**src/pru_pkg.sv**
```systemverilog
// Shared types and constants for the pixel replicating upscaler.
package pru_pkg;

    localparam int FACTOR_W   = 7;
    localparam int WIDTH_W    = 13;
    localparam int PAD_W      = 2;
    localparam int CHAN_W     = 8;
    localparam int PIX_W      = 3 * CHAN_W;
    localparam int CFG_IDX_W  = 1;
    localparam int CFG_DATA_W = 13;
    localparam int OUT_USER_W = 3;

    typedef enum logic [CFG_IDX_W-1:0] {
        REG_SCALE_FACTOR = 1'b0,
        REG_ROW_WIDTH    = 1'b1
    } cfg_reg_t;

    typedef enum logic {
        FUNC_LOAD = 1'b0,
        FUNC_PULL = 1'b1
    } func_t;

    // Decision taken for one accepted item, passed from the sequencer.
    typedef struct packed {
        logic               load_taken;
        logic               out_valid;
        logic               is_pad;
        logic               row_end;
        logic               wr_en;
        logic               rd_en;
        logic [WIDTH_W-1:0] index;
    } step_t;

endpackage

```
**src/pru_seq.sv**
```systemverilog
// Fill and replay counters of the upscaler, one decision per accepted item.
module pru_seq #(
    parameter int MAX_WIDTH  = 4096,
    parameter int MAX_FACTOR = 100
) (
    input  logic                           clk,
    input  logic                           rst_n,
    input  logic                           accept,
    input  pru_pkg::func_t                 func,
    input  logic [pru_pkg::FACTOR_W-1:0]   scale_factor,
    input  logic [pru_pkg::WIDTH_W-1:0]    row_width,
    output pru_pkg::step_t                 step
);
    import pru_pkg::*;

    logic [WIDTH_W-1:0]  fill_count_reg,   fill_count_next;
    logic                replaying_reg,    replaying_next;
    logic [WIDTH_W-1:0]  column_index_reg, column_index_next;
    logic [FACTOR_W-1:0] pixel_repeat_reg, pixel_repeat_next;
    logic [FACTOR_W-1:0] row_repeat_reg,   row_repeat_next;
    logic [PAD_W-1:0]    pad_count_reg,    pad_count_next;
    logic                in_padding_reg,   in_padding_next;

    logic [FACTOR_W-1:0] eff_factor;
    logic [WIDTH_W-1:0]  eff_width;
    logic [PAD_W-1:0]    pads;
    logic [WIDTH_W:0]    fill_inc;
    logic [WIDTH_W:0]    col_inc;
    logic [FACTOR_W:0]   pix_inc;
    logic [FACTOR_W:0]   row_inc;
    logic [PAD_W:0]      pad_inc;

    always_comb
    begin
        if (scale_factor == '0)
            eff_factor = FACTOR_W'(1);
        else if (int'(scale_factor) > MAX_FACTOR)
            eff_factor = FACTOR_W'(MAX_FACTOR);
        else
            eff_factor = scale_factor;

        if (row_width == '0)
            eff_width = WIDTH_W'(1);
        else if (int'(row_width) > MAX_WIDTH)
            eff_width = WIDTH_W'(MAX_WIDTH);
        else
            eff_width = row_width;
    end

    // Only the low two bits of width times factor decide the padding.
    assign pads     = PAD_W'(eff_width[PAD_W-1:0] * eff_factor[PAD_W-1:0]);
    assign fill_inc = {1'b0, fill_count_reg} + 1'b1;
    assign col_inc  = {1'b0, column_index_reg} + 1'b1;
    assign pix_inc  = {1'b0, pixel_repeat_reg} + 1'b1;
    assign row_inc  = {1'b0, row_repeat_reg} + 1'b1;
    assign pad_inc  = {1'b0, pad_count_reg} + 1'b1;

    always_comb
    begin
        logic finish;
        finish            = 1'b0;
        step              = '0;
        fill_count_next   = fill_count_reg;
        replaying_next    = replaying_reg;
        column_index_next = column_index_reg;
        pixel_repeat_next = pixel_repeat_reg;
        row_repeat_next   = row_repeat_reg;
        pad_count_next    = pad_count_reg;
        in_padding_next   = in_padding_reg;

        if (accept)
        begin
            unique case (func)
                FUNC_LOAD:
                begin
                    if (!replaying_reg)
                    begin
                        step.load_taken = 1'b1;
                        step.wr_en      = (int'(fill_count_reg) < MAX_WIDTH);
                        step.index      = fill_count_reg;
                        fill_count_next = WIDTH_W'(fill_inc);
                        if (fill_inc >= {1'b0, eff_width})
                        begin
                            replaying_next    = 1'b1;
                            column_index_next = '0;
                            pixel_repeat_next = '0;
                            row_repeat_next   = '0;
                            pad_count_next    = '0;
                            in_padding_next   = 1'b0;
                        end
                    end
                end
                FUNC_PULL:
                begin
                    if (replaying_reg)
                    begin
                        step.out_valid = 1'b1;
                        if (in_padding_reg)
                        begin
                            step.is_pad    = 1'b1;
                            pad_count_next = PAD_W'(pad_inc);
                            if (pad_inc >= {1'b0, pads})
                            begin
                                step.row_end = 1'b1;
                                finish       = 1'b1;
                            end
                        end
                        else
                        begin
                            step.rd_en = 1'b1;
                            step.index = column_index_reg;
                            if (pix_inc < {1'b0, eff_factor})
                                pixel_repeat_next = FACTOR_W'(pix_inc);
                            else
                            begin
                                pixel_repeat_next = '0;
                                if (col_inc < {1'b0, eff_width})
                                    column_index_next = WIDTH_W'(col_inc);
                                else if (pads != '0)
                                begin
                                    column_index_next = '0;
                                    in_padding_next   = 1'b1;
                                    pad_count_next    = '0;
                                end
                                else
                                begin
                                    step.row_end = 1'b1;
                                    finish       = 1'b1;
                                end
                            end
                        end
                    end
                end
                default:
                begin
                end
            endcase
        end

        // End of an output row: next replayed row, or back to loading.
        if (finish)
        begin
            in_padding_next   = 1'b0;
            pad_count_next    = '0;
            column_index_next = '0;
            pixel_repeat_next = '0;
            if (row_inc < {1'b0, eff_factor})
                row_repeat_next = FACTOR_W'(row_inc);
            else
            begin
                row_repeat_next = '0;
                replaying_next  = 1'b0;
                fill_count_next = '0;
            end
        end
    end

    always_ff @(posedge clk or negedge rst_n)
    begin
        if (!rst_n)
        begin
            fill_count_reg   <= '0;
            replaying_reg    <= 1'b0;
            column_index_reg <= '0;
            pixel_repeat_reg <= '0;
            row_repeat_reg   <= '0;
            pad_count_reg    <= '0;
            in_padding_reg   <= 1'b0;
        end
        else
        begin
            fill_count_reg   <= fill_count_next;
            replaying_reg    <= replaying_next;
            column_index_reg <= column_index_next;
            pixel_repeat_reg <= pixel_repeat_next;
            row_repeat_reg   <= row_repeat_next;
            pad_count_reg    <= pad_count_next;
            in_padding_reg   <= in_padding_next;
        end
    end

    a_pad_only_in_replay: assert property (@(posedge clk) disable iff (!rst_n)
        in_padding_reg |-> replaying_reg)
        else $error("padding phase outside a replay");

    a_pad_count_in_padding: assert property (@(posedge clk) disable iff (!rst_n)
        (pad_count_reg != '0) |-> in_padding_reg)
        else $error("pad count running outside the padding phase");

    a_idle_counters_clear: assert property (@(posedge clk) disable iff (!rst_n)
        !replaying_reg |-> (column_index_reg == '0 && pixel_repeat_reg == '0
                            && row_repeat_reg == '0))
        else $error("replay counters not cleared while loading");

endmodule

```
**config.mk**
```make
export PLATFORM = sky130hd
export DESIGN_NAME = pru_seq
export DESIGN_NICKNAME = d
export VERILOG_FILES = /design/src/pru_pkg.sv /design/src/pru_seq.sv
export SDC_FILE = /design/constraint.sdc
export NUM_CORES = 1
export LEC_CHECK = 0
export ABC_AREA = 1
export ABC_CLOCK_PERIOD_IN_PS = 3100
export BUFFER_PORTS_ARGS = -buffer_cell sky130_fd_sc_hd__buf_2
export CORE_ASPECT_RATIO = 2
export CORE_MARGIN = 2
export CORE_UTILIZATION = 50
export CTS_BUF_LIST = sky130_fd_sc_hd__clkbuf_4 sky130_fd_sc_hd__clkbuf_8
export DETAILED_ROUTE_END_ITERATION = 16
export PLACE_DENSITY = 0.78
export SLEW_MARGIN = 20
export SYNTH_ARGS = -nofsm -noshare
export SYNTH_HDL_FRONTEND = slang
export SYNTH_SLANG_ARGS = --single-unit
```
**constraint.sdc**
```tcl
create_clock -name clk -period 3.1 [get_ports clk]
set_input_delay 0.62 -clock clk [delete_from_list [all_inputs] [get_ports clk]]
set_output_delay 0.62 -clock clk [all_outputs]
set_load 0.03 [all_outputs]
```
==> results.yml, run 1 <==
status:
  outcome: "complete, but fails checks"
  violations: "setup timing"
timing:
  slew_headroom_pct: 43.7
  hold_viol: 0
  grt_setup_unrepaired: "true"
  fin_crit_ns: 3.56
  max_freq_mhz: 281
  setup_violations: 36
  drv_slew: 0
  tns_ns: -3.78
  period_share_pct: 115
  finalClockSkew_ns: 0.00357
  tightest_slew_ns: 0.844
  holdWs_ns: 0.308
  fin_ws_ns: -0.458
floorplanning:
  coreArea_um2: 8530
  rows: 48
  start_util_pct: 50.7
  fp.dieArea_um2: 9460
  die_w_um: 69.8
  io_pins: 43
  die_h_um: 136
cells_and_area:
  final_cell_area_um2: 6020
  seqCellArea_um2: 1100
  nets: 856
  multi_input_area_um2: 3260
  nFillCells: 654
  syn_to_final_growth_pct: 39.3
  post-route-util_pct: 70.6
  drive_gt1_share_pct: 31.9
  n_antenna_cell: 0
  stdcell_count: 884
pwr:
  power.switching_mw: 1.16
  clkPwrFrac_pct: 15.3
  power_density_nw_per_um2: 435
  p_int_mw: 1.46
  power_mw: 2.62
  p_sw_share_pct: 44.3
  power_frac_comb_pct: 54.4
  seqPwrFrac_pct: 30.3
  irDropWorstVdd_mv: 0.243
  p_leak_nw: 3.31
yosys:
  avgSynthCellArea_um2: 6.71
  ys_seq_area_share_pct: 25.5
  yosys_warnings: 0
  syn_inst: 645
  netlist_area_um2: 4330
  synth_seq_cells: 44
  yosys.cell_types.count: 40
  syn_nets: 718
routing:
  wl_um: 14200
  final_antenna_net_count: 0
  viasPerCell: 5.52
  drc_errors: 0
  wl_per_cell_um: 16.1
  vias: 4878
  drtIter0Drc: 269
  dr.pass1.iters: 5
placed_design:
  hpwlAfterDp_um: 10200
  portBuffers: 42
  dp_cells: 855
  dp_slack_ns: -0.323
  gp_congestion: 1.02
  dpl_cell_area_um2: 5270
hold_path:
  min_path_type: "in2async"
clock_network:
  clockRootBuffer: "clkbuf_8"
  cts_buffers: 5
  cts_max_level: 2
  cts.clk_slew.worst_paths_ns: 0.09
  cts_num_sinks: 44
  cts_tree: "yes"
  clockBufferDepth: 2
  clk_latency_ns: 0.32
worst_setup_path:
  reg2reg_slack_ns: -0.16
  crit_end: "step[15]"
  cp-end-kind: "output pin"
  crit_type: "reg2out"
  rr_worst_depth: 25
  crit_start: "column_index_reg[1]"
  start_kind: "register"
  required_ns: 2.48
  r2r-end: "column_index_reg[3]"
  crit_fanout: 3
  cp.arrival_ns: 2.94
  r2r-start: "column_index_reg[1]"
global_route:
  grt_max_degree: 45
  antenna_found_initial: 0
  grtUsageTotal_pct: 29.8
  grt_pass1_vias: 5092
  grt_pass1_wl_um: 22700
  grt_overflow_total: 0
run:
  max_cap_viol_count: 0
worst max-delay path, cell delays in order (launching register included):
cell      delay [ns]
dfrtp_1         0.42
ha_4            0.18
nand3_4         0.09
nor2_4          0.11
nand2_4         0.08
nor3_4          0.14
xor2_1          0.22
inv_2           0.09
ha_4            0.28
nand2_2         0.04
o21ai_1         0.13
a21oi_1         0.08
nor2_1          0.09
o21ai_1         0.06
nand2_1         0.06
inv_1           0.05
nand2_2         0.10
nand3_4         0.09
a21boi_4        0.16
buf_6           0.15
area by class of cell:
class                      instances  share of cell area [%]
inverter                         105                    6.58
sequential                        44                    18.3
tap                              100                    2.08
clock inverter                     2                   0.166
multi-input combinational        484                    54.2
clock buffer                       6                    1.37
timing repair buffer             143                    17.3
how the worst min path moves through the flow:
stage,from,depth (start not counted),to
after floorplan,rst_n,0,column_index_reg[0]
after global placement,column_index_reg[12],2,column_index_reg[12]
after detailed placement,column_index_reg[12],2,column_index_reg[12]
after CTS,column_index_reg[12],2,column_index_reg[12]
after global routing,rst_n,1,column_index_reg[0]
final,rst_n,1,pixel_repeat_reg[5]
logic make-up after synthesis:
kind of cell | count (synthesis) | synth area share [%]
AO/OA/AOI/OAI | 87 | 10.8
XOR/XNOR | 31 | 6.28
adder cells (fa/ha/maj) | 49 | 14.3
buffers and inverters | 119 | 10.9
flip-flops | 44 | 25.5
multiplexers | 1 | 0.231
AND/OR/NAND/NOR | 314 | 32.0
layer usage:
| layer | wire length (um) | vias up | track usage [%] | part of all wire, % |
|---|---|---|---|---|
| met5 | 0 | - | 0 | 0 |
| met4 | 1030 | 0 | 23.5 | 7.2 |
| met3 | 531 | 77 | 2.60 | 3.7 |
| met2 | 7550 | 182 | 54.2 | 53 |
| met1 | 5120 | 2277 | 30.6 | 36 |
| li1 | - | 2342 | - | - |
synthesized netlist by cell type, drive strengths merged:
cell | instances | share of area (%)
a211oi | 2 | 0.35
mux2i | 1 | 0.23
clkbuf | 5 | 0.43
a21boi | 1 | 0.17
inv | 104 | 9.0
xnor2 | 1 | 0.20
ha | 48 | 14
o211ai | 1 | 0.17
nor3b | 1 | 0.17
nand2 | 167 | 15
o21bai | 1 | 0.17
a31oi | 1 | 0.14
clkinv | 1 | 0.087
nand4 | 7 | 1.0
a21oi | 37 | 4.3
o21ai | 34 | 4.0
o22ai | 9 | 1.3
buf | 9 | 1.3
dfrtp | 44 | 25
nor2 | 69 | 6.6
xor2 | 30 | 6.1
o2111ai | 1 | 0.20
fa | 1 | 0.46
nand3 | 60 | 7.3
nor4 | 2 | 0.29
nor3 | 8 | 1.3
power groups by stage:
stage               Combinational (mW)  Sequential [mW]  Clock, mW
detailed placement                1.15            0.790          0
global route                      1.57            0.809      0.427
global placement                  1.11            0.784          0
floorplan                        0.727            0.771          0
CTS                               1.26            0.776      0.404
finish                            1.43            0.792      0.401
placed cells by master, fill, tap and decap left out, types with 2 or more instances in the layout:
| cell | synthesis | routed |
|---|---|---|
| a211oi_1 | 2 | 2 |
| a21oi_1 | 37 | 27 |
| a21oi_2 | 0 | 10 |
| buf_12 | 0 | 3 |
| buf_2 | 4 | 40 |
| buf_4 | 1 | 92 |
| buf_6 | 2 | 7 |
| clkbuf_8 | 0 | 6 |
| clkinv_2 | 0 | 2 |
| dfrtp_1 | 44 | 44 |
| ha_1 | 48 | 40 |
| ha_4 | 0 | 8 |
| inv_1 | 101 | 92 |
| inv_2 | 3 | 11 |
| nand2_1 | 161 | 148 |
| nand2_2 | 2 | 9 |
| nand2_4 | 4 | 10 |
| nand3_1 | 58 | 52 |
| nand3_2 | 1 | 5 |
| nand3_4 | 1 | 4 |
| nand4_1 | 7 | 7 |
| nor2_1 | 65 | 46 |
| nor2_2 | 1 | 11 |
| nor2_4 | 3 | 12 |
| nor3_1 | 6 | 3 |
| nor3_4 | 1 | 4 |
| o21ai_0 | 27 | 17 |
| o21ai_1 | 6 | 13 |
| o21ai_2 | 1 | 2 |
| o21ai_4 | 0 | 2 |
| o22ai_1 | 9 | 9 |
| xor2_1 | 30 | 27 |
| xor2_2 | 0 | 3 |
repair_timing:
item / CTS / global route
buffers inserted: 16 / 6
gates cloned: 3 / 0
resized for setup: 60 / 60
hold buffers: 0 / 0
endpoints found under the setup margin: 45 / 45
pin swaps: 23 / 31
Note: power is estimated with default switching activity, not from simulation.
==> run 2: changes to the inputs <==
ABC_AREA = 0   (was 1)
CTS_CLUSTER_DIAMETER = 60   (was default)
==> results.yml, run 2 <==
yosys:
  synth_edf_count: 0
  syn_inst: 489
  synthTopCellsByArea: "dfrtp_1, ha_1, nand2_1"
  synth.cells.most_frequent: "nand2_1, ha_1, nor2_1"
  ys_seq_area_share_pct: 26.8
  synth_seq_cells: 44
  synth_async_sr_flop_share_pct: 100
  yosys_warnings: 0
  yosysMostFrequentCell: "nand2_1"
  yosys.cell_types.count: 60
  synth_top_area_share_pct: 26.8
  netlist_area_um2: 4110
  dominantRegCellSynth: "dfrtp_1"
  avgSynthCellArea_um2: 8.40
  syn_nets: 562
  yosys.area.top_type: "dfrtp_1"
cells_and_area:
  nets: 718
  drive_gt1_share_pct: 38.9
  syn_to_final_growth_pct: 45.5
  final_common_cell: "buf_4"
  final_cell_mix: "buf_4, nand2_1, ha_1, dfrtp_1, nor2_1"
  n_antenna_cell: 0
routing:
  drtIter0Drc: 185
  wl_per_cell_um: 18.4
  dr.pass1.iters: 4
  final_antenna_net_count: 0
  viasPerCell: 5.94
  vias: 4406
  wl_um: 13600
  drc_errors: 0
worst_setup_path:
  rr_worst_depth: 15
  crit_fanout: 3
  cp.arrival_ns: 3.07
  crit_type: "reg2out"
  cp-end-kind: "output pin"
  required_ns: 2.48
  start_kind: "register"
global_route:
  antenna_found_initial: 0
  grt_pass1_wl_um: 21200
  grt_pass1_vias: 4555
  grt_max_degree: 38
  grt_overflow_total: 0
  grtUsageTotal_pct: 31.1
floorplanning:
  start_util_pct: 51.7
  rows: 46
  die_w_um: 68.1
  die_h_um: 132
  fp.dieArea_um2: 9000
  coreArea_um2: 7940
  io_pins: 43
timing:
  fin_ws_ns: -0.594
  grt_setup_unrepaired: "true"
  slew_headroom_pct: 38.5
  tightest_slew_ns: 0.922
  setup_violations: 37
  hold_viol: 0
  max_freq_mhz: 271
  drv_slew: 0
  period_share_pct: 119
  finalClockSkew_ns: 0.0109
  fin_crit_ns: 3.69
clock_network:
  cts_tree: "yes"
  cts_max_level: 2
  cts_buffers: 5
  cts_num_sinks: 44
  clockRootBuffer: "clkbuf_8"
  clk_latency_ns: 0.31
  cts.clk_slew.worst_paths_ns: 0.09
  clockBufferDepth: 2
pwr:
  irDropWorstVdd_mv: 0.471
  p_leak_nw: 2.85
  power_mw: 3.74
  power_density_nw_per_um2: 625
placed_design:
  hpwlAfterDp_um: 10100
  portBuffers: 42
  gp_congestion: 0.981
  dp_slack_ns: -0.453
status:
  violations: "setup timing"
  outcome: "complete, but fails checks"
hold_path:
  min_path_type: "in2async"
run:
  max_cap_viol_count: 0
[run 2: changes by cell type after synthesis, moves of 9 or more]
cell and change:
nand2_1 -96, inv_1 -74, nand3_1 -30, a21oi_1 -23
xnor2_1 +19, nor2_1 -17, nor2b_1 +17, o21ai_0 -17
a22oi_1 +11, xor2_1 -11, o22ai_1 -9
[run 2: layout make-up]
type / count / area, um2
well taps: 96 / 120
flip-flops and latches: 44 / 1110
inverters: 27 / 101
multi-input cells: 399 / 3260
fillers: 558 / 1970
clock inverters: 1 / 30.0
clock buffers: 7 / 96.3
repair buffers: 168 / 1260
[run 2: power breakdown]
part           internal [mW]  switching, mW  leakage [nW]
sequential             0.733          0.180         0.554
combinational           1.08           1.23          2.23
clock                  0.285          0.227        0.0645
[run 2: path summary, 6_finish.rpt]
check                                     from                   to  slack [ns]
hold reg to reg            pixel_repeat_reg[5]  pixel_repeat_reg[5]        0.57
min in group clk           pixel_repeat_reg[5]  pixel_repeat_reg[5]        0.57
max in group asynchronous                rst_n  pixel_repeat_reg[1]        2.00
setup / recovery           column_index_reg[1]             step[15]       -0.59
setup reg to reg           column_index_reg[1]    row_repeat_reg[2]       -0.31
hold / removal                           rst_n  column_index_reg[1]        0.43
[run 2: cell families (layout without fill, tap and decap cells)]
family          after synthesis  count (layout)  share of synthesized area (%)
compound gates               92              92                           17.7
xor+xnor                     39              39                           8.32
fa+ha+maj                    49              49                           15.1
buf+inv                      46             203                           4.60
flops                        44              44                           26.8
mux                           9               9                           2.25
simple gates                210             210                           25.2
[run 2: repair_timing]
| item | in CTS | in global routing |
|---|---|---|
| setup buffers | 10 | 10 |
| hold buffers | 0 | 0 |
| gates cloned | 2 | 0 |
| endpoints found under the setup margin | 44 | 44 |
| pin swaps | 16 | 6 |
| resized for setup | 50 | 20 |
[run 2: per-stage QoR]
| step | std cells | cell area, um2 | hold slack [ns] | setup TNS, ns | util, % |
|---|---|---|---|---|---|
| after floorplan | 489 | 4340 | 0.324 | -1.51 | - |
| after global placement | 716 | 5420 | 0.516 | -9.62 | 68.2 |
| after detailed placement | 716 | 5420 | 0.543 | -13.62 | 68.2 |
| after CTS | 736 | 5880 | 0.452 | -6.07 | 74.0 |
| after global routing | 742 | 5970 | 0.497 | -12.68 | 75.2 |
| final | 742 | 5970 | 0.430 | -6.89 | 75.2 |
[run 2: routing by layer]
metal	global-route usage [%]	vias up	share of wire [%]
li1	-	2076	-
met1	31.3	2124	35
met2	56.4	149	55
met3	3.59	57	3.2
met4	20.0	0	6.7
met5	0	-	0
[run 2: critical path, cell delays in order (launching register included)]
cell and delay [ns]:
dfrtp_1 0.41, ha_4 0.17, nand3_4 0.10, nor2_4 0.15, nand2_4 0.09, nor4_4 0.19
xnor2_2 0.12, ha_1 0.34, nand4_1 0.10, a211o_1 0.29, o221a_4 0.27, o31a_4 0.30
nor2_4 0.11, buf_6 0.14
==> run 3: changes to the inputs <==
CAP_MARGIN = 0   (was default)
REMOVE_ABC_BUFFERS = 1   (was default)
==> results.yml, run 3 (synthesis results as in run 2) <==
worst_setup_path:
  crit_fanout: 3
  rr_worst_depth: 17
  reg2reg_slack_ns: -0.59
  start_kind: "register"
  r2r-end: "column_index_reg[12]"
  cp-end-kind: "output pin"
  critPathSlowestCell: "dfrtp_1"
  required_ns: 2.48
  slowest_delay_ns: 0.39
  path_cells: "buf_6 -> ha_4 -> nand3_4 -> nor2_4 -> nand2_2 -> buf_4 -> nor2_2 -> xnor2_1 -> ha_1 -> nand3_2 -> o221ai_2 -> a21oi_2 -> o221a_4 -> o31a_4 -> nor2_4 -> buf_6"
  crit_start: "column_index_reg[1]"
  cp.arrival_ns: 3.29
  crit_type: "reg2out"
  crit_end: "step[15]"
  r2r-start: "column_index_reg[0]"
floorplanning:
  coreArea_um2: 7940
  io_pins: 43
  die_w_um: 68.1
  rows: 46
  start_util_pct: 51.7
  die_h_um: 132
  fp.dieArea_um2: 9000
clock_network:
  cts.clk_slew.worst_paths_ns: 0.09
  cts_tree: "yes"
  cts_num_sinks: 44
  hold_buffers: 0
  clockRootBuffer: "clkbuf_8"
  cts_max_level: 2
  clockBufferDepth: 2
  clk_latency_ns: 0.32
  cts_buffers: 5
timing:
  tightest_slew_ns: 0.835
  holdWs_ns: 0.300
  period_share_pct: 126
  tns_ns: -19.61
  max_freq_mhz: 255
  slew_headroom_pct: 44.2
  drv_slew: 0
  fin_ws_ns: -0.815
  fin_crit_ns: 3.91
  hold_viol: 0
  setup_violations: 45
  grt_setup_unrepaired: "true"
  finalClockSkew_ns: 0.0139
global_route:
  grt_pass1_wl_um: 26600
  grt_max_degree: 45
  grt_overflow_total: 0
  grtUsageTotal_pct: 39.8
  antenna_found_initial: 0
  grt_pass1_vias: 5310
pwr:
  power_density_nw_per_um2: 661
  power_mw: 4.13
  irDropWorstVdd_mv: 0.394
  p_leak_nw: 2.99
cells_and_area:
  nFillCells: 439
  final_cell_area_um2: 6240
  nets: 742
  final_cell_mix: "buf_4, nand2_1, ha_1, dfrtp_1, buf_2"
  drive_gt1_share_pct: 43.4
  final_common_cell: "buf_4"
  stdcell_count: 766
  n_antenna_cell: 0
  syn_to_final_growth_pct: 52.1
routing:
  drtIter0Drc: 618
  viasPerCell: 6.63
  dr.pass1.iters: 5
  drc_errors: 0
  vias: 5077
  final_antenna_net_count: 0
  wl_per_cell_um: 24.0
  wl_um: 18400
placed_design:
  gp_congestion: 0.918
  dp_cells: 733
  hpwlAfterDp_um: 10500
  dpl_cell_area_um2: 5310
  portBuffers: 42
status:
  violations: "setup timing"
  outcome: "complete, but fails checks"
run:
  max_cap_viol_count: 0
hold_path:
  min_path_type: "in2async"
-- run 3: changes by cell type in the layout (fill, tap and decap cells not counted), moves of 4 or more --
cell     delta
buf_4      +20
nand3_4     +4
nand2_1     -6
nor2_2      +4
dfrtp_2     -5
dfrtp_1     +5
-- run 3: worst min-delay path by stage --
stage                        start                   to  cells past startpoint
6_report                     rst_n    fill_count_reg[8]                      1
5_1_grt                      rst_n    fill_count_reg[8]                      1
4_1_cts                      rst_n    fill_count_reg[8]                      1
3_5_place_dp   pixel_repeat_reg[4]  pixel_repeat_reg[4]                      1
3_3_place_gp   pixel_repeat_reg[6]  pixel_repeat_reg[6]                      1
2_1_floorplan                rst_n  column_index_reg[0]                      0
-- run 3: layout make-up --
type,count,area (um2),share of cell area [%]
multi-input combinational,399,3380,54.1
timing repair buffer,192,1450,23.1
sequential,44,1100,17.7
tap,96,120,1.92
inverter,27,101,1.62
clock buffer,8,97.6,1.56
-- run 3: critical path: cells and delay by family, from the launching register on --
kind / cells / cell delay [ns]
AOI/OAI and AO/OA: 4 / 0.86
and+or+nand+nor: 6 / 0.75
adders and majority gates: 2 / 0.45
buffers and inverters: 3 / 0.42
DFF: 1 / 0.39
xor gates and xnor gates: 1 / 0.10
-- run 3: metal layers --
| metal | track usage, % | up-vias | wire [um] |
|---|---|---|---|
| met5 | 0 | - | 0 |
| met4 | 38.8 | 0 | 2370 |
| met3 | 17.3 | 222 | 1630 |
| met2 | 63.4 | 400 | 9060 |
| met1 | 34.2 | 2338 | 5350 |
| li1 | - | 2117 | - |
-- run 3: per-stage QoR --
| stage | utilization (%) | worst slack [ns] |
|---|---|---|
| after CTS | 75.4 | -0.662 |
| after global placement | 66.9 | -0.767 |
| final | 78.6 | -0.815 |
| after floorplan | - | -0.757 |
| after global routing | 78.6 | -1.01 |
| after detailed placement | 66.9 | -0.813 |
-- run 3: what timing repair did --
action | 4_1_cts | 5_1_grt
pin swaps | 33 | 27
endpoints found under the setup margin | 45 | 45
buffers inserted | 18 | 11
cloned | 2 | 0
resized for setup | 86 | 49
-- run 3: power by group --
part           leakage [nW]  total, mW  internal, mW  switching (mW)
registers             0.559      0.924         0.727           0.197
clock network        0.0523      0.414         0.200           0.215
logic                  2.38       2.79          1.27            1.52
